### src/sv/can_signal_extract_scale_macros.svh
// Assertion macros shared by the CAN signal decoder RTL.
`ifndef CAN_SIGNAL_EXTRACT_SCALE_MACROS_SVH
`define CAN_SIGNAL_EXTRACT_SCALE_MACROS_SVH

// Same-cycle implication, checked on every rising edge outside reset.
`define CSE_CHECK(lbl, ante, cons, msg) \
    lbl: assert property (@(posedge i_clk) disable iff (!i_rst_n) (ante) |-> (cons)) \
        else $error(msg);

// Next-cycle implication, checked on every rising edge outside reset.
`define CSE_CHECK_NEXT(lbl, ante, cons, msg) \
    lbl: assert property (@(posedge i_clk) disable iff (!i_rst_n) (ante) |=> (cons)) \
        else $error(msg);

`endif

### src/sv/cse_pkg.sv
// Types and constants shared by the CAN signal decoder modules.
`timescale 1ns / 1ps

package cse_pkg;

    localparam int         BITS_PER_BYTE  = 8;
    localparam logic [2:0] SIG_BIT_MASK   = 3'd7;
    localparam logic [6:0] MAX_BIT_LENGTH = 7'd64;

    // Result status codes.
    localparam logic [1:0] ST_OK     = 2'd0;
    localparam logic [1:0] ST_LENGTH = 2'd1;
    localparam logic [1:0] ST_KIND   = 2'd2;

    // Value kind codes.
    localparam logic [1:0] KIND_INT     = 2'd0;
    localparam logic [1:0] KIND_UNKNOWN = 2'd3;

    localparam logic signed [63:0] PHYS_MAX = 64'sh7FFF_FFFF_FFFF_FFFF;
    localparam logic signed [63:0] PHYS_MIN = 64'sh8000_0000_0000_0000;

    typedef struct packed {
        logic [63:0]        payload;
        logic [3:0]         byte_count;
        logic [5:0]         start_bit;
        logic [6:0]         bit_length;
        logic               motorola_order;
        logic               is_signed;
        logic [1:0]         value_kind;
        logic signed [31:0] scale_factor;
        logic signed [63:0] offset_value;
    } t_item;

    // After the length check and the barrel shift.
    typedef struct packed {
        logic [1:0]         status;
        logic               is_signed;
        logic [1:0]         value_kind;
        logic [6:0]         bit_length;
        logic [63:0]        field;
        logic signed [31:0] scale_factor;
        logic signed [63:0] offset_value;
    } t_s1;

    // Final raw value and the operand magnitudes.
    typedef struct packed {
        logic [1:0]         status;
        logic [1:0]         value_kind;
        logic [63:0]        raw_bits;
        logic               prod_neg;
        logic [63:0]        raw_mag;
        logic [31:0]        scale_mag;
        logic signed [63:0] offset_value;
    } t_s2;

    // Two 32 by 32 partial products.
    typedef struct packed {
        logic [1:0]         status;
        logic [1:0]         value_kind;
        logic [63:0]        raw_bits;
        logic               prod_neg;
        logic [63:0]        part_lo;
        logic [63:0]        part_hi;
        logic signed [63:0] offset_value;
    } t_s3;

    // Rescaled product magnitude.
    typedef struct packed {
        logic [1:0]         status;
        logic [1:0]         value_kind;
        logic [63:0]        raw_bits;
        logic               prod_neg;
        logic               huge;
        logic [63:0]        mag;
        logic signed [63:0] offset_value;
    } t_s4;

    typedef struct packed {
        logic [1:0]         status;
        logic [63:0]        raw_bits;
        logic signed [63:0] physical_value;
        logic               saturated;
    } t_result;

endpackage

### src/sv/cse_extract.sv
// Length check, bit gathering and sign extension (two pipeline stages).
`timescale 1ns / 1ps

module cse_extract #(
    parameter int PAYLOAD_BYTES = 8
) (
    input  logic          i_clk,
    input  logic          i_rst_n,
    input  logic          i_valid,
    output logic          o_ready,
    input  cse_pkg::t_item i_item,
    output logic          o_valid,
    input  logic          i_ready,
    output cse_pkg::t_s2  o_stage
);
    import cse_pkg::*;

    localparam logic [6:0] LIMIT_MAX = 7'(PAYLOAD_BYTES);

    logic [2:0]   w_bit_ofs;
    logic [6:0]   w_limit;
    logic [7:0]   w_end_byte;
    logic [63:0]  w_swapped;
    logic [5:0]   w_lin_start;
    logic [7:0]   w_mot_shift;
    logic [127:0] w_mot_ext;
    logic [63:0]  w_mask;
    logic [63:0]  w_top;
    logic [63:0]  w_field;
    logic [63:0]  w_raw;
    logic         w_ext;
    logic         w_rneg;
    logic [31:0]  w_sc;
    logic         w_rdy1;
    logic         w_rdy2;
    logic         r_v1;
    logic         r_v2;
    t_s1          n_s1;
    t_s1          r_s1;
    t_s2          n_s2;
    t_s2          r_s2;

    // Stage 1: where the signal ends, and the bits moved to the bottom of a word.
    always_comb begin
        w_bit_ofs = i_item.start_bit[2:0] & SIG_BIT_MASK;
        w_limit = ({3'b0, i_item.byte_count} < LIMIT_MAX) ? {3'b0, i_item.byte_count}
                                                          : LIMIT_MAX;
        if (i_item.motorola_order) begin
            w_end_byte = 8'(({2'b0, i_item.start_bit} / BITS_PER_BYTE)
                + ((8'(i_item.bit_length) + 8'd6 - 8'(w_bit_ofs)) / BITS_PER_BYTE));
        end else begin
            w_end_byte = 8'(({2'b0, i_item.start_bit} + {1'b0, i_item.bit_length} - 8'd1)
                / BITS_PER_BYTE);
        end

        // Motorola bits form one running sequence in the byte-reversed word.
        for (int b = 0; b < 8; b++) begin
            w_swapped[8*b +: 8] = i_item.payload[8*(7-b) +: 8];
        end
        w_lin_start = i_item.start_bit ^ {3'b0, SIG_BIT_MASK};
        w_mot_shift = 8'd128 - {2'b0, w_lin_start} - {1'b0, i_item.bit_length};
        w_mot_ext   = {w_swapped, 64'b0};

        n_s1.is_signed    = i_item.is_signed;
        n_s1.value_kind   = i_item.value_kind;
        n_s1.bit_length   = i_item.bit_length;
        n_s1.scale_factor = i_item.scale_factor;
        n_s1.offset_value = i_item.offset_value;
        n_s1.field = i_item.motorola_order ? 64'(w_mot_ext >> w_mot_shift)
                                           : (i_item.payload >> i_item.start_bit);

        if (i_item.bit_length > MAX_BIT_LENGTH) begin
            n_s1.status = ST_LENGTH;
        end else if ((i_item.bit_length != 7'd0) && (w_end_byte >= {1'b0, w_limit})) begin
            n_s1.status = ST_LENGTH;
        end else if (i_item.value_kind == KIND_UNKNOWN) begin
            n_s1.status = ST_KIND;
        end else begin
            n_s1.status = ST_OK;
        end
    end

    // Stage 2: trim to the signal length, sign-extend, split into magnitudes.
    always_comb begin
        w_mask  = ~({64{1'b1}} << r_s1.bit_length);
        w_top   = w_mask & ~(w_mask >> 1);
        w_field = r_s1.field & w_mask;
        w_ext   = (r_s1.value_kind == KIND_INT) && r_s1.is_signed && (|(w_field & w_top));
        w_raw   = w_ext ? (w_field | ~w_mask) : w_field;
        if (r_s1.status != ST_OK) begin
            w_raw = '0;
        end
        w_rneg = (r_s1.value_kind == KIND_INT) && r_s1.is_signed && w_raw[63];
        w_sc   = r_s1.scale_factor;

        n_s2.status       = r_s1.status;
        n_s2.value_kind   = r_s1.value_kind;
        n_s2.raw_bits     = w_raw;
        n_s2.raw_mag      = w_rneg ? (~w_raw + 64'd1) : w_raw;
        n_s2.scale_mag    = w_sc[31] ? (~w_sc + 32'd1) : w_sc;
        n_s2.prod_neg     = w_rneg ^ w_sc[31];
        n_s2.offset_value = r_s1.offset_value;
    end

    assign w_rdy2  = !r_v2 || i_ready;
    assign w_rdy1  = !r_v1 || w_rdy2;
    assign o_ready = w_rdy1;
    assign o_valid = r_v2;
    assign o_stage = r_s2;

    always_ff @(posedge i_clk) begin
        if (!i_rst_n) begin
            r_v1 <= 1'b0;
            r_v2 <= 1'b0;
        end else begin
            if (w_rdy1) begin
                r_v1 <= i_valid;
            end
            if (w_rdy2) begin
                r_v2 <= r_v1;
            end
        end
    end

    always_ff @(posedge i_clk) begin
        if (w_rdy1 && i_valid) begin
            r_s1 <= n_s1;
        end
        if (w_rdy2 && r_v1) begin
            r_s2 <= n_s2;
        end
    end
endmodule

### config.mk
export PLATFORM = sky130hd
export DESIGN_NAME = cse_extract
export DESIGN_NICKNAME = d
export VERILOG_FILES = /design/src/sv/can_signal_extract_scale_macros.svh /design/src/sv/cse_pkg.sv /design/src/sv/cse_extract.sv
export SDC_FILE = /design/constraint.sdc
export NUM_CORES = 1
export LEC_CHECK = 0
export ABC_AREA = 1
export BUFFER_PORTS_ARGS = -buffer_cell sky130_fd_sc_hd__buf_2
export CORE_MARGIN = 2
export CORE_UTILIZATION = 25
export DETAILED_ROUTE_END_ITERATION = 8
export GPL_ROUTABILITY_DRIVEN = 0
export GPL_TIMING_DRIVEN = 0
export PLACE_DENSITY_LB_ADDON = 0.25
export SYNTH_ARGS = -nofsm -noshare
export SYNTH_HDL_FRONTEND = slang
export SYNTH_SLANG_ARGS = --single-unit
### constraint.sdc
create_clock -name i_clk -period 16.13 [get_ports i_clk]
set_input_delay 3.226 -clock i_clk [delete_from_list [all_inputs] [get_ports i_clk]]
set_output_delay 3.226 -clock i_clk [all_outputs]
set_load 0.005 [all_outputs]
---- Yosys cells after proc, flatten, opt, wreduce, memory -nomap -nowiden ----
Cells that the tools add are included.
storage, ports and cells
  bits in writable memories ............... 0
  memories kept ........................... 0
  register bits after elaboration ......... 403
  ROM bits ................................ 0
  input bits .............................. 185
  bits in latches ......................... 0
  logic and storage cells ................. 67
operators by class
  $add $sub $neg .......................... 9
  reduce and logical (&&, ||, !) cells .... 15
  $mul .................................... 0
  equal/unequal tests ..................... 1
  shifts and indexed selects .............. 3
  bitwise operators ....................... 11
  multiplexer cells ....................... 8
  divide/modulo/power cells ............... 0
  order comparisons ....................... 3
operator list
  cell                                                                  count
  64-bit 2-to-1 mux                                                     4
  64-bit bitwise AND                                                    3
  64-bit NOT                                                            3
  128-bit by 8-bit >> shifter with 64-bit output                        1
  64-bit by 1-bit adder with 64-bit output (second input constant)      1
  63-bit NOT with 64-bit output                                         1
  64-bit bitwise OR                                                     1
  64-bit OR reduction                                                   1
  64-bit by 7-bit << shifter with 64-bit output (first input constant)  1
  64-bit by 6-bit >> shifter with 64-bit output                         1
  32-bit by 1-bit adder with 32-bit output (second input constant)      1
  32-bit NOT                                                            1
  31-bit 2-to-1 mux                                                     1
  8-bit by 1-bit subtractor with 9-bit output (second input constant)   1
  8-bit by 3-bit subtractor with 9-bit output                           1
  3-bit by 8-bit adder with 8-bit output                                1
  6-bit by 7-bit adder with 8-bit output                                1
  7-bit by 3-bit adder with 8-bit output (second input constant)        1
  8-bit by 4-bit greater-or-equal comparator with 1-bit output          1
  8-bit 2-to-1 mux                                                      1
  8-bit by 6-bit subtractor with 8-bit output (first input constant)    1
  8-bit by 7-bit subtractor with 8-bit output                           1
  7-bit > comparator (second input constant)                            1
  7-bit nonzero test                                                    1
  other kinds (12)                                                      19

---- Logic depth before layout (Yosys ltp) ----
Gate-level depths: netlist (run 1).
  depth in word-level cells ............... 12
  gate-level depth with buffers ........... 27
  gate-level depth less buffers ........... 25

---- Worst setup path before layout (run 1) ----
OpenSTA, ideal clock, no wires.
  path kind ............................... input to register
  start point ............................. in i_ready
  end point ............................... reg r_s2 (netlist bit o_stage[0]), enable pin
  setup time .............................. 892 ps
  stages .................................. 2
  path slack .............................. 1052 ps
  path buffers ............................ 0
  arrival ................................. 14187 ps
  cell sequence ........................... inv_1 -> a21oi_1
on the way
  cells in the longest elaborated chain, start to end .. 2
RTL lines
  element               RTL line            source
  start, declared       cse_extract.sv:13   input logic i_ready,
  1-bit logical OR      cse_extract.sv:105  assign w_rdy2 = !r_v2 || i_ready;
  1-bit logical AND     cse_extract.sv:129  if (w_rdy2 && r_v1) begin
  end signal, assigned  cse_extract.sv:130  r_s2 <= n_s2;
  end, declared         cse_extract.sv:41   t_s2 r_s2;
No other way between the ends.
A chain may end at the register's enable or synchronous reset.

==> flow_summary.json, run 1 <==
{
  "ys_warn_count": 0,
  "final_max_slew_viol_count": 0,
  "fin_skew_ps": 10.4,
  "final_common_cell": "nand2_1",
  "yosysTopAreaCell": "edfxtp_1",
  "cp-end-kind": "register",
  "fin_nets": 4287,
  "synthCells": 3595,
  "max_slew_margin_pct": 18.5,
  "worstPathMaxFanout": 11,
  "setup_ws_ps": 7230,
  "stdcell_area_sq_um": 33100,
  "cts-hold-fix-buffers": 0,
  "dp_hpwl_um": 98000,
  "gr-usage-met3_pct": 3.47,
  "path_class": "in -> reg",
  "cp.arrival_ps": 9160,
  "synth_top_area_share_pct": 43.4,
  "drt_iter0_drc": 3486,
  "multi_input_area_sq_um": 13600,
  "gr-usage-met1_pct": 26.8,
  "synth.area.top_cells": "edfxtp_1, nand2_1, o21ai_0",
  "seq_area_frac_synth_pct": 43.6,
  "drive_gt1_share_pct": 14.7,
  "syn_to_final_growth_pct": 19.8,
  "ys_types": 55,
  "num-fill-cells": 12096,
  "avgSynthCellArea_sq_um": 7.69,
  "io_pins": 416,
  "hold_path_class": "reg -> reg",
  "fmax_ghz": 0.112,
  "muxShareOfSynthArea_pct": 6.01,
  "p_per_area_nw_per_um2": 106,
  "cts_root_buf": "clkbuf_16",
  "cts_resized": 0,
  "die_w_um": 337,
  "totalWireLength_um": 119000,
  "placed_area_sq_um": 31800,
  "syn_nets": 3821,
  "tightestPinTransition_ps": 1220,
  "die_h_um": 337,
  "critical_path_required_ps": 16390,
  "clk_path_buf_depth": 3,
  "setup_viol": 0,
  "ys.flop_type": "edfxtp_1",
  "synth_edf_count": 400,
  "detail-route-antenna-nets": 0,
  "p_seq_share_pct": 36.4,
  "fp-row-count": 122,
  "pwr-share-clk_pct": 26.6,
  "routedWlPerCell_um": 21.3,
  "fin_tns_setup_ps": 0,
  "switching_share_pct": 39.7,
  "clk_pin_slew_ps": 60,
  "start_util_pct": 25.1,
  "dp_slack_ps": 6890,
  "clk-insertion-delay-late_ps": 560,
  "fp.coreArea_sq_um": 110000,
  "synth_area_sq_um": 27700,
  "met2_usage_pct": 32.1,
  "combPwrFrac_pct": 36.9,
  "first_pass_iters": 6,
  "regArea_sq_um": 12100,
  "synth_top_family_by_area": "simple AND/OR/NAND/NOR gates",
  "htreeDepth": 2,
  "grt_overflow": 0,
  "layout_min_cycle_time_ps": 8900,
  "cts_buffers": 40,
  "p_int_mw": 2.12,
  "max_cap_viol_count": 0,
  "rsz0062_at_grt": "no",
  "synth_compound_area_share_pct": 13.4,
  "num_vias": 27854,
  "synth-xor-area-share_pct": 2.34,
  "hold_viol": 0,
  "ir_drop_mv": 0.0644,
  "antenna_found_initial": 7,
  "portBuffers": 414,
  "p_leak_nw": 15.2,
  "routed_via_density": 4.99,
  "grt_pass1_vias": 25890,
  "run_status": "complete, no violations",
  "drcViolationCount": 0,
  "die-area_sq_um": 113000,
  "grt_max_degree": 104,
  "track_usage_pct": 20.1,
  "synth-seq-cells": 402,
  "post_cts_buffers": 0,
  "critPathLaunchType": "input port",
  "switching_power_mw": 1.39,
  "final_cell_mix": "nand2_1, o21ai_0, buf_2",
  "clock_sinks": 402,
  "cts_tree": "done",
  "synth_adder_area_share_pct": 1.91,
  "synthSimpleGateAreaFrac_pct": 25.3,
  "finalCritPeriodShare_pct": 55.2,
  "async_flop_share_pct": 0,
  "top_usage_layer": "met2",
  "grt_pass1_wl_um": 172000
}
==> state kept, by name, summed over array words and instances (netlist names) <==
| signal | cells |
|---|---|
| o_stage | 228 |
| r_s1 | 72 |
| n_s2 | 68 |
| w_sc | 32 |
| o_valid | 1 |
| r_v1 | 1 |
==> synth_stat cells (all sizes together), types with 2 or more instances <==
cell	count
inv	320
ha	39
o211ai	12
o21a	3
clkbuf	156
o311ai	9
o221ai	10
a31oi	28
nand4	34
nor2	343
nor4	4
o31ai	2
o21ai	484
edfxtp	400
clkinv	3
xor2	58
a211oi	7
o2111ai	2
buf	52
fa	2
o22ai	22
nand2	1039
nand3	183
nand3b	6
dfxtp	2
or2	49
a21oi	93
xnor2	16
nor3	29
and2	3
mux2i	166
a22oi	10
==> area by class of cell <==
| type | instances | share of cell area [%] |
|---|---|---|
| antenna | 3 | 0.0227 |
| sequential | 402 | 36.4 |
| clock inverter | 28 | 0.812 |
| buffer | 208 | 2.55 |
| clock buffer | 44 | 3.07 |
| inverter | 323 | 3.68 |
| multi-input combinational | 2662 | 40.9 |
| tap | 1488 | 5.62 |
| timing repair buffer | 424 | 6.95 |
==> critical path: stages <==
cell and delay [ps]:
buf_2 120, inv_2 100, clkbuf_1 510, buf_1 600, ha_1 390, ha_1 250, fa_1 590, clkbuf_1 330
clkbuf_1 440, buf_1 570, nand2_1 100, o21ai_0 200, o21ai_0 290, o21ai_0 440, o21ai_0 120, o21ai_0 640
o221ai_1 220
==> path summary, 6_finish.rpt <==
kind / depth (start not counted) / slack (ps) / from / to
worst min-delay path: 0 / 420 / n_s2[36]$_DFFE_PP_ / o_stage[36]$_DFFE_PP_
worst max-delay path: 17 / 7230 / i_item[108] / r_s1[106]$_DFFE_PP_
worst max register to register: 24 / 11540 / r_s1[161]$_DFFE_PP_ / o_stage[156]$_DFFE_PP_
worst min register to register: 0 / 420 / n_s2[36]$_DFFE_PP_ / o_stage[36]$_DFFE_PP_
==> power by group through the flow <==
stage | Sequential, mW | Combinational [mW] | Clock [mW]
after floorplan | 1.30 | 0.748 | 0
after global placement | 1.33 | 1.22 | 0
after detailed placement | 1.30 | 1.23 | 0
after CTS | 1.28 | 1.23 | 0.965
after global routing | 1.28 | 1.38 | 0.996
final | 1.28 | 1.30 | 0.935
==> metrics by stage <==
step	power [mW]	hold slack [ps]	instances	util [%]
after floorplan	2.05	400	3595	-
after global placement	2.54	400	5497	28.7
final	3.51	416	5582	30.1
after CTS	3.47	418	5579	30.1
after global routing	3.66	423	5579	30.1
after detailed placement	2.53	405	5507	28.9
==> per-layer routing <==
metal  vias to the layer above  share of wire [%]
met5                         -              0.046
met4                         8                4.8
met3                       322                 10
met2                      1768                 43
met1                     12730                 41
li1                      13026                  -
==> logic make-up after synthesis <==
kind of cell    count (synthesis)
simple gates                 1691
compound gates                690
buf+inv                       531
flops                         402
mux                           166
xor+xnor                       74
fa+ha+maj                      41
(Power assumes the default switching activity.)
==> run 2, diff against run 1 <==
Clock period 16.13 ns to 7.25 ns, I/O delays scaled along.
==> flow_summary.json, run 2 (synthesis results as in run 1) <==
{
  "utilization_pct": 30.0,
  "die-area_sq_um": 113000,
  "drcViolationCount": 0,
  "finalCritPeriodShare_pct": 97.2,
  "drive_gt1_share_pct": 14.5,
  "syn_to_final_growth_pct": 19.6,
  "grt_max_degree": 115,
  "detail-route-antenna-nets": 0,
  "totalWireLength_um": 119000,
  "slowest_delay_ps": 620,
  "multi_input_area_sq_um": 13600,
  "totalPowerFinal_mw": 7.69,
  "fmax_ghz": 0.142,
  "clk_pin_slew_ps": 60,
  "p_leak_nw": 15.2,
  "grt_pass1_vias": 25734,
  "fp-row-count": 122,
  "ff2ff_path_depth": 24,
  "worstHoldPathCells": 0,
  "cts_root_buf": "clkbuf_16",
  "critPathLaunchType": "input port",
  "routedWlPerCell_um": 21.4,
  "tightestPinTransition_ps": 1160,
  "drt_iter0_drc": 3530,
  "r2r_slack_ps": 2750,
  "dp_slack_ps": -156,
  "setup_ws_ps": 206,
  "num-fill-cells": 12084,
  "final_cell_mix": "nand2_1, o21ai_0, buf_2",
  "max_slew_margin_pct": 22.3,
  "cpMostUsedCell": "o21ai_0",
  "setup_viol": 0,
  "clk_path_buf_depth": 3,
  "cts-hold-fix-buffers": 0,
  "clk-insertion-delay-late_ps": 560,
  "p_per_area_nw_per_um2": 232,
  "holdPathEnd": "o_stage[36]$_DFFE_PP_",
  "start_util_pct": 25.1,
  "largest_register_ffs": 228,
  "hold_viol": 0,
  "num_vias": 27972,
  "antenna_found_initial": 8,
  "io_pins": 416,
  "clock_sinks": 402,
  "ir_drop_mv": 0.152,
  "path_cells": "buf_2 -> inv_2 -> clkbuf_1 -> buf_1 -> ha_1 -> ha_1 -> fa_1 -> clkbuf_1 -> clkbuf_1 -> buf_1 -> nand2_1 -> o21ai_0 -> o21ai_0 -> o21ai_0 -> o21ai_0 -> o21ai_0 -> o221ai_1",
  "first_pass_iters": 9,
  "cts_buffers": 40,
  "cts_resized": 0,
  "die_w_um": 337,
  "fin_nets": 4288,
  "critical_path_required_ps": 7500,
  "rsz0062_at_grt": "no",
  "cp_num_buf_inv": 7,
  "layout_min_cycle_time_ps": 7040,
  "portBuffers": 414,
  "hold_path_class": "reg -> reg",
  "grt_overflow": 0,
  "cts_tree": "done",
  "final_max_slew_viol_count": 0,
  "final_common_cell": "nand2_1",
  "slowest_stage": "o21ai_0",
  "cp.arrival_ps": 7300,
  "max_cap_viol_count": 0,
  "cp-end-kind": "register",
  "regArea_sq_um": 12100,
  "routed_via_density": 5.01,
  "fin_skew_ps": 21.2,
  "post_cts_buffers": 0,
  "grt_pass1_wl_um": 171000,
  "cp_top_family": "buffers and inverters",
  "hold_start": "n_s2[36]$_DFFE_PP_",
  "track_usage_pct": 20.1,
  "dp_hpwl_um": 98100,
  "die_h_um": 337,
  "fp.coreArea_sq_um": 110000,
  "reg2reg_from": "r_s1[161]$_DFFE_PP_",
  "worstPathMaxFanout": 11,
  "run_status": "complete, no violations",
  "r2r-end": "o_stage[138]$_DFFE_PP_",
  "htreeDepth": 2,
  "path_class": "in -> reg"
}
[run 2: metal layers]
layer  routed length, um  global-route usage [%]  part of all wire (%)  up-vias
met5                  50                       0                 0.042        -
met4                5420                    8.05                   4.5        8
met3               13100                    3.90                    11      301
li1                    -                       -                     -    13014
met1               48500                    26.7                    41    12858
met2               52000                    32.1                    44     1791
[run 2: per-stage QoR]
| step | setup TNS (ps) | hold slack, ps | area [sq um] | instances |
|---|---|---|---|---|
| 6_report | 0 | 413 | 33100 | 5582 |
| 5_1_grt | 0 | 423 | 33100 | 5579 |
| 4_1_cts | 0 | 418 | 33100 | 5578 |
| 3_5_place_dp | -421 | 405 | 31900 | 5508 |
| 3_3_place_gp | -156160 | 400 | 31600 | 5497 |
| 2_1_floorplan | 0 | 400 | 27700 | 3595 |
[run 2: where the power goes]
group | internal [mW] | switching, mW
registers | 2.76 | 0.0858
logic | 0.790 | 2.10
clock network | 1.06 | 0.891
total | 4.61 | 3.08
[run 2: how the worst max path moves through the flow]
stage	from	end	slack, ps	cells past startpoint
2_1_floorplan	i_ready	o_stage[0]$_DFFE_PP_	1460	2
3_3_place_gp	i_ready	o_stage[227]$_DFFE_PP_	-580	3
3_5_place_dp	i_item[108]	r_s1[105]$_DFFE_PP_	-160	18
4_1_cts	i_item[108]	r_s1[106]$_DFFE_PP_	410	17
5_1_grt	i_item[108]	r_s1[106]$_DFFE_PP_	40	17
6_report	i_item[108]	r_s1[106]$_DFFE_PP_	210	17
[run 2: final cells by class]
cell class | instances | area share (%)
diodes | 4 | 0.0303
well taps | 1488 | 5.63
clock inverters | 21 | 0.484
multi-input cells | 2662 | 41.0
flip-flops and latches | 402 | 36.4
plain buffers | 208 | 2.55
repair buffers | 425 | 7.07
inverters | 323 | 3.69
clock buffers | 49 | 3.13
