$ cat config.mk
export PLATFORM = sky130hd
export DESIGN_NAME = cse_sat
export DESIGN_NICKNAME = d
export VERILOG_FILES = /design/src/sv/can_signal_extract_scale_macros.svh /design/src/sv/cse_pkg.sv /design/src/sv/cse_sat.sv
export SDC_FILE = /design/constraint.sdc
export NUM_CORES = 1
export LEC_CHECK = 0
export ABC_AREA = 1
export BUFFER_PORTS_ARGS = -buffer_cell sky130_fd_sc_hd__buf_2
export CORE_MARGIN = 8
export CORE_UTILIZATION = 42
export DETAILED_ROUTE_END_ITERATION = 8
export GPL_TIMING_DRIVEN = 0
export PLACE_DENSITY = 0.67
export SLEW_MARGIN = 20
export SYNTH_ARGS = -nofsm -noshare
export SYNTH_HDL_FRONTEND = slang
export SYNTH_SLANG_ARGS = --single-unit
$ cat constraint.sdc
create_clock -name i_clk -period 14.9 [get_ports i_clk]
set_input_delay 0.745 -clock i_clk [delete_from_list [all_inputs] [get_ports i_clk]]
set_output_delay 0.745 -clock i_clk [all_outputs]
set_load 0.05 [all_outputs]
$ cat src/sv/can_signal_extract_scale_macros.svh
// Assertion macros shared by the CAN signal decoder RTL.
`ifndef CAN_SIGNAL_EXTRACT_SCALE_MACROS_SVH
`define CAN_SIGNAL_EXTRACT_SCALE_MACROS_SVH

// Same-cycle implication, checked on every rising edge outside reset.
`define CSE_CHECK(lbl, ante, cons, msg) \
    lbl: assert property (@(posedge i_clk) disable iff (!i_rst_n) (ante) |-> (cons)) \
        else $error(msg);

// Next-cycle implication, checked on every rising edge outside reset.
`define CSE_CHECK_NEXT(lbl, ante, cons, msg) \
    lbl: assert property (@(posedge i_clk) disable iff (!i_rst_n) (ante) |=> (cons)) \
        else $error(msg);

`endif

$ cat src/sv/cse_pkg.sv
// Types and constants shared by the CAN signal decoder modules.
`timescale 1ns / 1ps

package cse_pkg;

    localparam int         BITS_PER_BYTE  = 8;
    localparam logic [2:0] SIG_BIT_MASK   = 3'd7;
    localparam logic [6:0] MAX_BIT_LENGTH = 7'd64;

    // Result status codes.
    localparam logic [1:0] ST_OK     = 2'd0;
    localparam logic [1:0] ST_LENGTH = 2'd1;
    localparam logic [1:0] ST_KIND   = 2'd2;

    // Value kind codes.
    localparam logic [1:0] KIND_INT     = 2'd0;
    localparam logic [1:0] KIND_UNKNOWN = 2'd3;

    localparam logic signed [63:0] PHYS_MAX = 64'sh7FFF_FFFF_FFFF_FFFF;
    localparam logic signed [63:0] PHYS_MIN = 64'sh8000_0000_0000_0000;

    typedef struct packed {
        logic [63:0]        payload;
        logic [3:0]         byte_count;
        logic [5:0]         start_bit;
        logic [6:0]         bit_length;
        logic               motorola_order;
        logic               is_signed;
        logic [1:0]         value_kind;
        logic signed [31:0] scale_factor;
        logic signed [63:0] offset_value;
    } t_item;

    // After the length check and the barrel shift.
    typedef struct packed {
        logic [1:0]         status;
        logic               is_signed;
        logic [1:0]         value_kind;
        logic [6:0]         bit_length;
        logic [63:0]        field;
        logic signed [31:0] scale_factor;
        logic signed [63:0] offset_value;
    } t_s1;

    // Final raw value and the operand magnitudes.
    typedef struct packed {
        logic [1:0]         status;
        logic [1:0]         value_kind;
        logic [63:0]        raw_bits;
        logic               prod_neg;
        logic [63:0]        raw_mag;
        logic [31:0]        scale_mag;
        logic signed [63:0] offset_value;
    } t_s2;

    // Two 32 by 32 partial products.
    typedef struct packed {
        logic [1:0]         status;
        logic [1:0]         value_kind;
        logic [63:0]        raw_bits;
        logic               prod_neg;
        logic [63:0]        part_lo;
        logic [63:0]        part_hi;
        logic signed [63:0] offset_value;
    } t_s3;

    // Rescaled product magnitude.
    typedef struct packed {
        logic [1:0]         status;
        logic [1:0]         value_kind;
        logic [63:0]        raw_bits;
        logic               prod_neg;
        logic               huge;
        logic [63:0]        mag;
        logic signed [63:0] offset_value;
    } t_s4;

    typedef struct packed {
        logic [1:0]         status;
        logic [63:0]        raw_bits;
        logic signed [63:0] physical_value;
        logic               saturated;
    } t_result;

endpackage

$ cat src/sv/cse_sat.sv
// Offset addition, saturation and the output register.
`timescale 1ns / 1ps

module cse_sat (
    input  logic             i_clk,
    input  logic             i_rst_n,
    input  logic             i_valid,
    output logic             o_ready,
    input  cse_pkg::t_s4     i_stage,
    output logic             o_valid,
    input  logic             i_ready,
    output cse_pkg::t_result o_result
);
    import cse_pkg::*;

    localparam logic signed [65:0] SUM_MAX = $signed({2'b00, PHYS_MAX});
    localparam logic signed [65:0] SUM_MIN = $signed({2'b11, PHYS_MIN});

    logic signed [65:0] w_term;
    logic signed [65:0] w_sum;
    logic               w_rdy;
    logic               r_v;
    t_result            n_res;
    t_result            r_res;

    always_comb begin
        w_term = i_stage.prod_neg ? -$signed({2'b00, i_stage.mag})
                                  : $signed({2'b00, i_stage.mag});
        w_sum  = w_term + $signed({{2{i_stage.offset_value[63]}}, i_stage.offset_value});

        n_res.status   = i_stage.status;
        n_res.raw_bits = i_stage.raw_bits;
        if ((i_stage.status != ST_OK) || (i_stage.value_kind != KIND_INT)) begin
            n_res.physical_value = '0;
            n_res.saturated      = 1'b0;
        end else if (i_stage.huge) begin
            n_res.physical_value = i_stage.prod_neg ? PHYS_MIN : PHYS_MAX;
            n_res.saturated      = 1'b1;
        end else if (w_sum > SUM_MAX) begin
            n_res.physical_value = PHYS_MAX;
            n_res.saturated      = 1'b1;
        end else if (w_sum < SUM_MIN) begin
            n_res.physical_value = PHYS_MIN;
            n_res.saturated      = 1'b1;
        end else begin
            n_res.physical_value = w_sum[63:0];
            n_res.saturated      = 1'b0;
        end
    end

    assign w_rdy    = !r_v || i_ready;
    assign o_ready  = w_rdy;
    assign o_valid  = r_v;
    assign o_result = r_res;

    always_ff @(posedge i_clk) begin
        if (!i_rst_n) begin
            r_v <= 1'b0;
        end else if (w_rdy) begin
            r_v <= i_valid;
        end
    end

    always_ff @(posedge i_clk) begin
        if (w_rdy && i_valid) begin
            r_res <= n_res;
        end
    end
endmodule

# --- Word level (Yosys, flattened, before mapping) ---
# Cells that the tools add are included.
word_totals:
  regBits: 132
  in_bits: 202
op_classes:
  add_sub_neg: 2
  magnitude_cmp: 2
  muxes: 5
  n_reduce_logical: 6
op_table:
  columns: ["operator", "count"]
  rows:
  - ["65-bit 2-to-1 mux", 3]
  - ["66-bit by 64-bit adder with 66-bit output", 1]
  - ["66-bit by 64-bit > comparator with 1-bit output, second input constant", 1]
  - ["66-bit by 64-bit < comparator with 1-bit output, second input constant", 1]
  - ["66-bit 2-to-1 mux", 1]
  - ["64-bit negator with 66-bit output", 1]
  - ["64-bit 2-to-1 mux", 1]
  - ["2-bit nonzero test", 2]
  - ["1-bit logical OR", 2]
  - ["1-bit logical AND", 1]
  - ["1-bit zero test", 1]

# --- Logic depth before layout (Yosys ltp) ---
# Gate-level depths: netlist (run 1).
logic_depth:
  ltp_word: 7
  depth_mapped: 32
  ltp_nobuf: 31

# --- Least setup slack after synthesis (run 1) ---
# No wires, ideal clock.
synth_path:
  path_type: "input -> register"
  startpoint: "input i_valid"
  endpoint: "register r_res (netlist bit o_result[0]), enable pin"
  t_arrival_ns: 7.089
  required_ns: 14.236
  slack_ns: 7.147
  stages: 2
  n_path_buf: 0
  path_cell_list: "inv_1 a21oi_1"
synth_via:
  elab_chain_cells: 1
synth_rtl:
  columns: ["item", "line_no", "source"]
  rows:
  - ["start: declaration", "cse_sat.sv:7", "input logic i_valid,"]
  - ["1-bit logical AND", "cse_sat.sv:65", "if (w_rdy && i_valid) begin"]
  - ["end signal: assignment", "cse_sat.sv:66", "r_res <= n_res;"]
  - ["end: declaration", "cse_sat.sv:24", "t_result r_res;"]
# Every way passes these cells.
# A chain may end at the register's enable or synchronous reset.

# --- Worst setup path in the final report (run 1) ---
layout_path:
  startpoint: "input i_stage[68] in the netlist's numbering"
  endpoint: "register r_res (netlist bit o_result[7]), data pin"
layout_via:
  elab_chain_cells: 7
layout_rtl:
  columns: ["item", "line_no", "source"]
  rows:
  - ["start: declaration", "cse_sat.sv:9", "input cse_pkg::t_s4 i_stage,"]
  - ["64-bit negator with 66-bit output", "cse_sat.sv:27", "w_term = i_stage.prod_neg ? -$signed({2'b00, i_stage.mag})"]
  - ["66-bit 2-to-1 mux *", "cse_sat.sv:27", null]
  - ["66-bit by 64-bit adder with 66-bit output *", "cse_sat.sv:29", "w_sum = w_term + $signed({{2{i_stage.offset_value[63]}}, i_stage.offset_value});"]
  - ["66-bit by 64-bit < comparator with 1-bit output", "cse_sat.sv:42", "end else if (w_sum < SUM_MIN) begin"]
  - ["65-bit 2-to-1 mux", "cse_sat.sv:42", null]
  - ["65-bit 2-to-1 mux *", "cse_sat.sv:39", "end else if (w_sum > SUM_MAX) begin"]
  - ["65-bit 2-to-1 mux *", "cse_sat.sv:36", "end else if (i_stage.huge) begin"]
# Every way passes the cells marked *; elsewhere a longest branch is shown, timed or not.

==> results of run 1 <==
-- where the power goes --
group | total [mW] | internal [mW] | switching, mW
sequential | 0.439 | 0.434 | 0.00533
combinational | 0.593 | 0.179 | 0.414
clock | 0.439 | 0.282 | 0.157
total | 1.47 | 0.895 | 0.576
-- state kept, by name, summed over array words and instances, names as in the netlist --
name	cells
o_result	131
o_valid	1
-- cells in the mapped netlist, types with 9 or more instances --
cell type    n
xnor2_1     28
o21bai_1    15
nor3_1      24
nor2_2       9
nor4_1      16
xor2_1      78
nand3_1     77
a21oi_2     13
nand2_1    488
nand2_2     11
nor2_1     232
inv_2       15
nand4_1     13
ha_1        66
inv_1      209
a21oi_1    149
clkbuf_1    12
edfxtp_1   131
o21ai_0     40
-- stage by stage --
stage / hold slack (ps) / worst slack [ps] / util [%] / instance area, um2 / power (mW)
5_1_grt: 484 / 9270 / 53.3 / 14800 / 1.55
3_3_place_gp: 510 / 4780 / 50.3 / 13900 / 1.03
2_1_floorplan: 844 / 7150 / - / 11800 / 0.851
4_1_cts: 490 / 9790 / 53.3 / 14800 / 1.47
6_report: 507 / 9720 / 53.3 / 14800 / 1.47
3_5_place_dp: 551 / 9380 / 51.0 / 14100 / 1.03
-- final timing paths --
path	from	end	slack [ps]	depth (start not counted)
max	i_stage[68]	o_result[7]	9720	27
min	i_stage[149]	o_result[84]	510	1
min reg2reg	o_valid	o_valid	560	2
max reg2reg	o_valid	o_result[9]	13150	4
-- layout make-up --
class                           count  area (um2)  area share (%)
Tap cell                          378         473            3.21
Sequential cell                   132        3950            26.8
Clock inverter                     14         200            1.36
Buffer                             26         153            1.03
Clock buffer                       18         429            2.91
Timing Repair Buffer              339        1830            12.4
Multi-Input combinational cell   1313        6870            46.6
Inverter                          225         845            5.72
-- worst max-delay path: cells and delay by family --
kind / cells / cell delay, ps
buffers and inverters: 4 / 580
xor gates and xnor gates: 1 / 180
adders and majority gates: 1 / 360
and+or+nand+nor: 15 / 2020
AOI/OAI and AO/OA: 6 / 1430
-- routing by layer --
metal  share of wire (%)  vias up
met5                   0        -
met4                 2.6        0
met3                 8.0       66
met2                  45      501
met1                  45     5505
li1                    -     6256
-- cell families (layout without fill, tap and decap cells) --
group                    count (synthesis)  in the layout  share of synthesized area (%)
XOR/XNOR                               106            106                           7.86
AO/OA/AOI/OAI                          247            247                           11.7
AND/OR/NAND/NOR                        893            893                           31.4
flip-flops                             132            132                           33.5
adder cells (fa/ha/maj)                 67             67                           7.16
buffers and inverters                  251            622                           8.44
==> impl_metrics.yaml, run 1 <==
clock_tree:
  ctsHoldBuffers: 0
  cts_root_buffer: "clkbuf_16"
  worstSkewPairLatency_ps: 410
  clock_sinks: 132
  cts_buffer_depth: 2
  cts-resized-gates: 0
  cts_buffers: 17
  cts_setup_buffers: 0
  h-tree-depth: 4
  cts_tree: "built"
  clk_pin_slew_ps: 60
timing:
  tns_ps: 0
  fmax_mhz: 193
  min_period_over_period_pct: 34.8
  rsz0062_at_grt: "false"
  post-route-min-period_ps: 5180
  clock_skew_ps: 8.44
  setup_violations: 0
  relSlewSlack_pct: 46.7
  drv_slew: 0
  hold_viol_final: 0
  tightest_slew_ps: 792
critical_path:
  required_ps: 15040
  crit_arrival_ps: 5320
  path_common_cell: "nand2_1"
  critPathKind: "in2reg"
  cpPeakStageDelay_ps: 460
  crit_path_start_kind: "input port"
  cp_max_fo: 10
  crit_slowest_cell: "o21ai_0"
  worst_setup_path_end_kind: "register"
synth:
  syn-cell-area_um2: 11800
  yosys.area.top_type: "edfxtp_1"
  syn_area_per_cell_um2: 6.96
  async_reset_ff_share_pct: 0
  synth_edf_count: 131
  ys.warnings.count: 0
  synthFlopType: "edfxtp_1"
  synth_area_leaders: "edfxtp_1 33%, nand2_1 16%, nor2_1 7.4%"
  synth_nets: 1965
  ys_types: 46
  synthCells: 1696
  ys_seq_area_share_pct: 33.5
  ys_ff_latch: 132
  synth.top_cell.area_share_pct: 33.3
run:
  maxCapViolations: 0
worst_hold_path:
  hold_path.class: "in2reg"
grt:
  track_usage_pct: 26.0
  grt-busiest-layer: "met2"
  grt_use_met2_pct: 42.8
  grt_pass1_vias: 12181
  overflow: 0
  met1_usage_pct: 34.3
  antenna_found_initial: 0
  grt_start_max_net_pins: 26
  grt_util_met3_pct: 4.66
  grt_pass1_wl_um: 67600
die:
  rows: 61
  ios: 335
  die-area_um2: 33700
  dieHeight_um: 184
  start_util_pct: 42.6
  core_area_um2: 27700
  fp.dieW_um: 184
place:
  place.gp.congestion: 0.966
  dp.final_hpwl_um: 39400
  placed_cells_incl_taps: 2413
  port_buffers: 333
finish:
  nets: 2323
  diodes: 0
  final_cell_mix: "488 x nand2_1, 337 x buf_2, 232 x nor2_1"
  final_common_cell: "nand2_1"
  fin_cells: 2445
  syn2layout_area_growth_pct: 24.9
  fillers: 2808
  final_layout_size_suffix_gt1_share_pct: 21.3
drt:
  ant_nets: 0
  routed_wl_um: 44600
  drt-wirelength-per-cell_um: 18.2
  num_vias: 12328
  drt_first_pass_iters: 5
  drcViolationCount: 0
  avgViaCountPerCell: 5.04
  drt_iter0_drc: 857
pwr:
  vdd_drop_max_uv: 55.6
  power.density_nw_per_um2: 99.7
  p_leak_nw: 7.02
outcome:
  status: "completed"
Note: power is estimated with default switching activity, not from simulation.
==> run 2, diff against run 1 <==
==> constraint.sdc (replaced) <==
create_clock -name i_clk -period 4.8 [get_ports i_clk]
set_input_delay 0.24 -clock i_clk [delete_from_list [all_inputs] [get_ports i_clk]]
set_output_delay 0.24 -clock i_clk [all_outputs]
set_load 0.05 [all_outputs]
==> impl_metrics.yaml, run 2 (synthesis results as in run 1) <==
die:
  die-area_um2: 33700
  dieHeight_um: 184
  start_util_pct: 42.6
  core_area_um2: 27700
  rows: 61
  fp.dieW_um: 184
  ios: 335
drt:
  num_vias: 12346
  ant_nets: 0
  drt-wirelength-per-cell_um: 17.9
  drt_iter0_drc: 785
  routed_wl_um: 44100
  drcViolationCount: 0
  avgViaCountPerCell: 5.02
  drt_first_pass_iters: 6
pwr:
  vdd_drop_max_uv: 190
  p_comb_share_pct: 39.9
  seq_power_share_pct: 29.5
  p_leak_nw: 7.09
  p_int_mw: 2.84
  power_switching_mw: 1.78
  clkPwrFrac_pct: 30.6
  switching_share_pct: 38.5
  power.density_nw_per_um2: 309
critical_path:
  cp_cell_sequence: "buf_2 > nor4_1 > nand2_1 > nor3_1 > nand4_1 > xor2_1 > a21oi_1 > ha_1 > nand2_1 > nand2_1 > nand2_1 > nand2_1 > a21oi_1 > nand2_1 > a21oi_1 > nand2_1 > nand2_1 > nand2_1 > nor2_2 > nor2_4 > nor2_4 > buf_6 > buf_8 > a21oi_2"
  required_ps: 4930
  cp_max_fo: 10
  worst_setup_path_end_kind: "register"
  critPathKind: "in2reg"
  path_common_cell: "nand2_1"
  crit_path_start_kind: "input port"
  cpPeakStageDelay_ps: 710
  crit_arrival_ps: 4580
  rr_startpoint: "o_valid"
  crit_slowest_cell: "nor4_1"
  critPathTopFamily: "simple AND/OR/NAND/NOR gates"
  path_buf_inv: 3
  critPathLaunch: "i_stage[111]"
clock_tree:
  cts_buffers: 17
  h-tree-depth: 4
  clk_pin_slew_ps: 60
  clock_sinks: 132
  cts_setup_buffers: 0
  cts_root_buffer: "clkbuf_16"
  cts_buffer_depth: 2
  cts_tree: "built"
  worstSkewPairLatency_ps: 400
timing:
  fmax_mhz: 225
  clock_skew_ps: 10.7
  rsz0062_at_grt: "false"
  post-route-min-period_ps: 4450
  setup_violations: 0
  drv_slew: 0
  min_period_over_period_pct: 92.8
  relSlewSlack_pct: 45.9
  hold_viol_final: 0
  whs_ps: 14.5
  tightest_slew_ps: 804
grt:
  track_usage_pct: 25.1
  grt_pass1_wl_um: 65500
  overflow: 0
  grt_pass1_vias: 11916
  grt_start_max_net_pins: 26
  antenna_found_initial: 1
place:
  placed_cells_incl_taps: 2413
  place.gp.congestion: 0.963
  dp.final_hpwl_um: 38700
  port_buffers: 333
finish:
  syn2layout_area_growth_pct: 26.5
  final_layout_size_suffix_gt1_share_pct: 21.4
  fin_cells: 2459
  nets: 2337
  final_common_cell: "nand2_1"
  largest_reg_flops: 131
  utilization_pct: 53.9
  diodes: 0
  final_cell_mix: "488 x nand2_1, 336 x buf_2, 229 x nor2_1"
worst_hold_path:
  hold_path.class: "in2reg"
  min_from: "i_stage[171]"
outcome:
  status: "completed"
run:
  maxCapViolations: 0
-- run 2: cell type report --
cell class,count,area [um2]
Multi-Input combinational cell,1313,6890
Timing Repair Buffer,353,1970
Buffer,26,155
Tap cell,378,473
Sequential cell,132,3950
Clock buffer,18,429
Inverter,225,845
Clock inverter,14,223
Fill cell,2853,12800
-- run 2: through the flow --
| stage | setup TNS (ps) | power (mW) | instance area [um2] | setup WS, ps |
|---|---|---|---|---|
| floorplan | 0 | 2.63 | 11800 | 203 |
| global placement | -160500 | 3.18 | 14000 | -1210 |
| detailed placement | -4220 | 3.19 | 14100 | -158 |
| CTS | 0 | 4.61 | 14800 | 259 |
| global route | 0 | 4.86 | 14900 | 45.2 |
| finish | 0 | 4.62 | 14900 | 347 |
-- run 2: metal layers --
layer	part of all wire (%)	track usage, %	vias up
met3	8.2	4.15	33
met2	47	42.7	481
li1	-	-	6286
met1	44	32.8	5546
met4	1.7	6.08	0
met5	0	0	-
-- run 2: power by group through the flow --
stage          logic, mW  registers, mW  clock network [mW]
6_report            1.84           1.36                1.41
5_1_grt             2.01           1.37                1.48
3_3_place_gp        1.78           1.40                   0
2_1_floorplan      0.999           1.64                   0
3_5_place_dp        1.81           1.39                   0
4_1_cts             1.82           1.37                1.43
-- run 2: worst paths after layout --
path,endpoint,slack (ps),depth (start not counted)
worst max-delay path,o_result[10],350,24
worst min-delay path,o_result[106],10,1
worst max register to register,o_result[22],3060,4
worst min register to register,o_valid,550,2
-- run 2: timing repair --
action                     4_1_cts  5_1_grt
setup endpoints to repair        0       64
gates resized for setup          0        7
hold endpoints to repair         6        8
hold buffers                     6        8
==> run 3, diff against run 2 <==
--- a/config.mk
+++ b/config.mk
@@ -9,6 +9,7 @@
 export BUFFER_PORTS_ARGS = -buffer_cell sky130_fd_sc_hd__buf_2
 export CORE_MARGIN = 8
 export CORE_UTILIZATION = 42
+export CTS_CLUSTER_SIZE = 20
 export DETAILED_ROUTE_END_ITERATION = 8
 export GPL_TIMING_DRIVEN = 0
 export PLACE_DENSITY = 0.67
==> constraint.sdc (replaced) <==
create_clock -name i_clk -period 4.39 [get_ports i_clk]
set_input_delay 0.2195 -clock i_clk [delete_from_list [all_inputs] [get_ports i_clk]]
set_output_delay 0.2195 -clock i_clk [all_outputs]
set_load 0.05 [all_outputs]
==> impl_metrics.yaml, run 3 (synthesis results as in run 1) <==
outcome:
  status: "completed"
critical_path:
  critPathKind: "in2reg"
  required_ps: 4530
  reg2reg_to: "o_result[126]"
  worst_setup_path_end_kind: "register"
  path_common_cell: "nand2_1"
  crit_arrival_ps: 4250
  reg2reg_slack_ps: 2430
  rr_worst_depth: 6
  crit_slowest_cell: "ha_2"
  cpPeakStageDelay_ps: 360
  rr_startpoint: "o_valid"
  critPathTopFamily: "simple AND/OR/NAND/NOR gates"
  path_buf_inv: 4
  cp_max_fo: 10
  crit_path_start_kind: "input port"
timing:
  drv_slew: 0
  fmax_mhz: 243
  hold_viol_final: 0
  setup_violations: 0
  tns_ps: 0
  post-route-min-period_ps: 4110
  min_period_over_period_pct: 93.7
  relSlewSlack_pct: 52.4
  tightest_slew_ps: 706
  clock_skew_ps: 7.26
drt:
  drt-wirelength-per-cell_um: 18.5
  ant_nets: 0
  drcViolationCount: 0
  drt_iter0_drc: 769
  num_vias: 12664
  routed_wl_um: 46400
  avgViaCountPerCell: 5.04
  drt_first_pass_iters: 5
finish:
  final_layout_size_suffix_gt1_share_pct: 23.7
  multi_input_area_um2: 7140
  syn2layout_area_growth_pct: 32.7
  fin_cells: 2515
  final_cell_mix: "485 x nand2_1, 336 x buf_2, 216 x nor2_1"
  diodes: 0
  largest_reg_flops: 131
  nets: 2393
  fillers: 2709
  regArea_um2: 3950
  final_common_cell: "nand2_1"
die:
  die-area_um2: 33700
  rows: 61
  ios: 335
  dieHeight_um: 184
  core_area_um2: 27700
  start_util_pct: 42.6
  fp.dieW_um: 184
pwr:
  finalPower_mw: 4.99
  vdd_drop_max_uv: 209
  power.density_nw_per_um2: 318
  p_leak_nw: 7.30
clock_tree:
  h-tree-depth: 4
  clock_sinks: 132
  clk_pin_slew_ps: 60
  cts_buffer_depth: 2
  cts_buffers: 17
  cts_root_buffer: "clkbuf_16"
  worstSkewPairLatency_ps: 410
  cts_tree: "built"
grt:
  track_usage_pct: 26.5
  grt_start_max_net_pins: 26
  grt_pass1_vias: 12472
  overflow: 0
  grt_pass1_wl_um: 69200
  antenna_found_initial: 0
place:
  placed_cells_incl_taps: 2413
  port_buffers: 333
  dp.final_hpwl_um: 39300
  place.gp.congestion: 0.969
run:
  maxCapViolations: 0
worst_hold_path:
  hold_path.class: "in2reg"
  min_from: "i_stage[196]"
  holdPathEnd: "o_result[129]"
  whs_path_depth: 1
==> run 3: changes by cell type in the layout (fill, tap and decap cells not counted), sizes merged, moves of 2 or more <==
cell / delta
dlygate4sd3: +51
buf: +6
bufinv: -3
clkinv: +3
clkinvlp: +2
inv: -2
==> run 3: power by group <==
part           internal (mW)  total [mW]  switching (mW)  leakage [nW]
clock                  0.842        1.38           0.541         0.277
sequential              1.47        1.49          0.0200          1.29
combinational          0.669        2.11            1.44          5.73
total                   2.98        4.99            2.00          7.30
==> run 3: worst max path at each step <==
stage               slack [ps]        start  cells after the start            to
floorplan                  540  i_stage[68]                     27  o_result[10]
global placement          -570  i_stage[65]                     25   o_result[6]
detailed placement        -660  i_stage[68]                     27  o_result[62]
CTS                          1  i_stage[68]                     30  o_result[53]
global route               -40  i_stage[68]                     30  o_result[13]
finish                     280  i_stage[68]                     27  o_result[10]
==> run 3: layout make-up <==
cell class	count	area share, %
timing repair buffer	409	16.1
sequential	132	25.2
multi-input combinational	1313	45.5
buffer	26	1.02
tap	378	3.02
clock inverter	14	0.982
clock buffer	18	2.74
inverter	225	5.39
==> run 3: stage by stage <==
| stage | utilization (%) | hold WS [ps] | worst slack (ps) | instance area, um2 |
|---|---|---|---|---|
| floorplan | - | 318 | 542 | 11800 |
| global placement | 50.4 | 396 | -573 | 14000 |
| detailed placement | 51.0 | 398 | -662 | 14100 |
| CTS | 55.5 | 24.0 | 1.21 | 15400 |
| global route | 56.6 | 14.8 | -42.4 | 15700 |
| finish | 56.6 | 28.0 | 279 | 15700 |
==> run 3: per-layer routing <==
layer	part of all wire [%]	up-vias	track usage (%)	wire length (um)
li1	-	6378	-	-
met5	0	-	0	0
met3	8.1	45	4.66	3770
met1	44	5734	34.3	20200
met2	46	507	44.8	21500
met4	2.1	0	7.51	957
==> run 3: worst reg2reg max path, delay by kind of cell, from the launching register on <==
kind,cells,cell delay [ps]
buf+inv,5,980
flops,1,360
compound gates,1,310
==> run 3: repair_timing <==
action | 4_1_cts | 5_1_grt
resized for setup | 6 | 69
hold buffers | 65 | 0
setup endpoints to repair | 64 | 64
pin swaps | 0 | 9
setup buffers | 0 | 5
endpoints found under the hold margin | 65 | 0
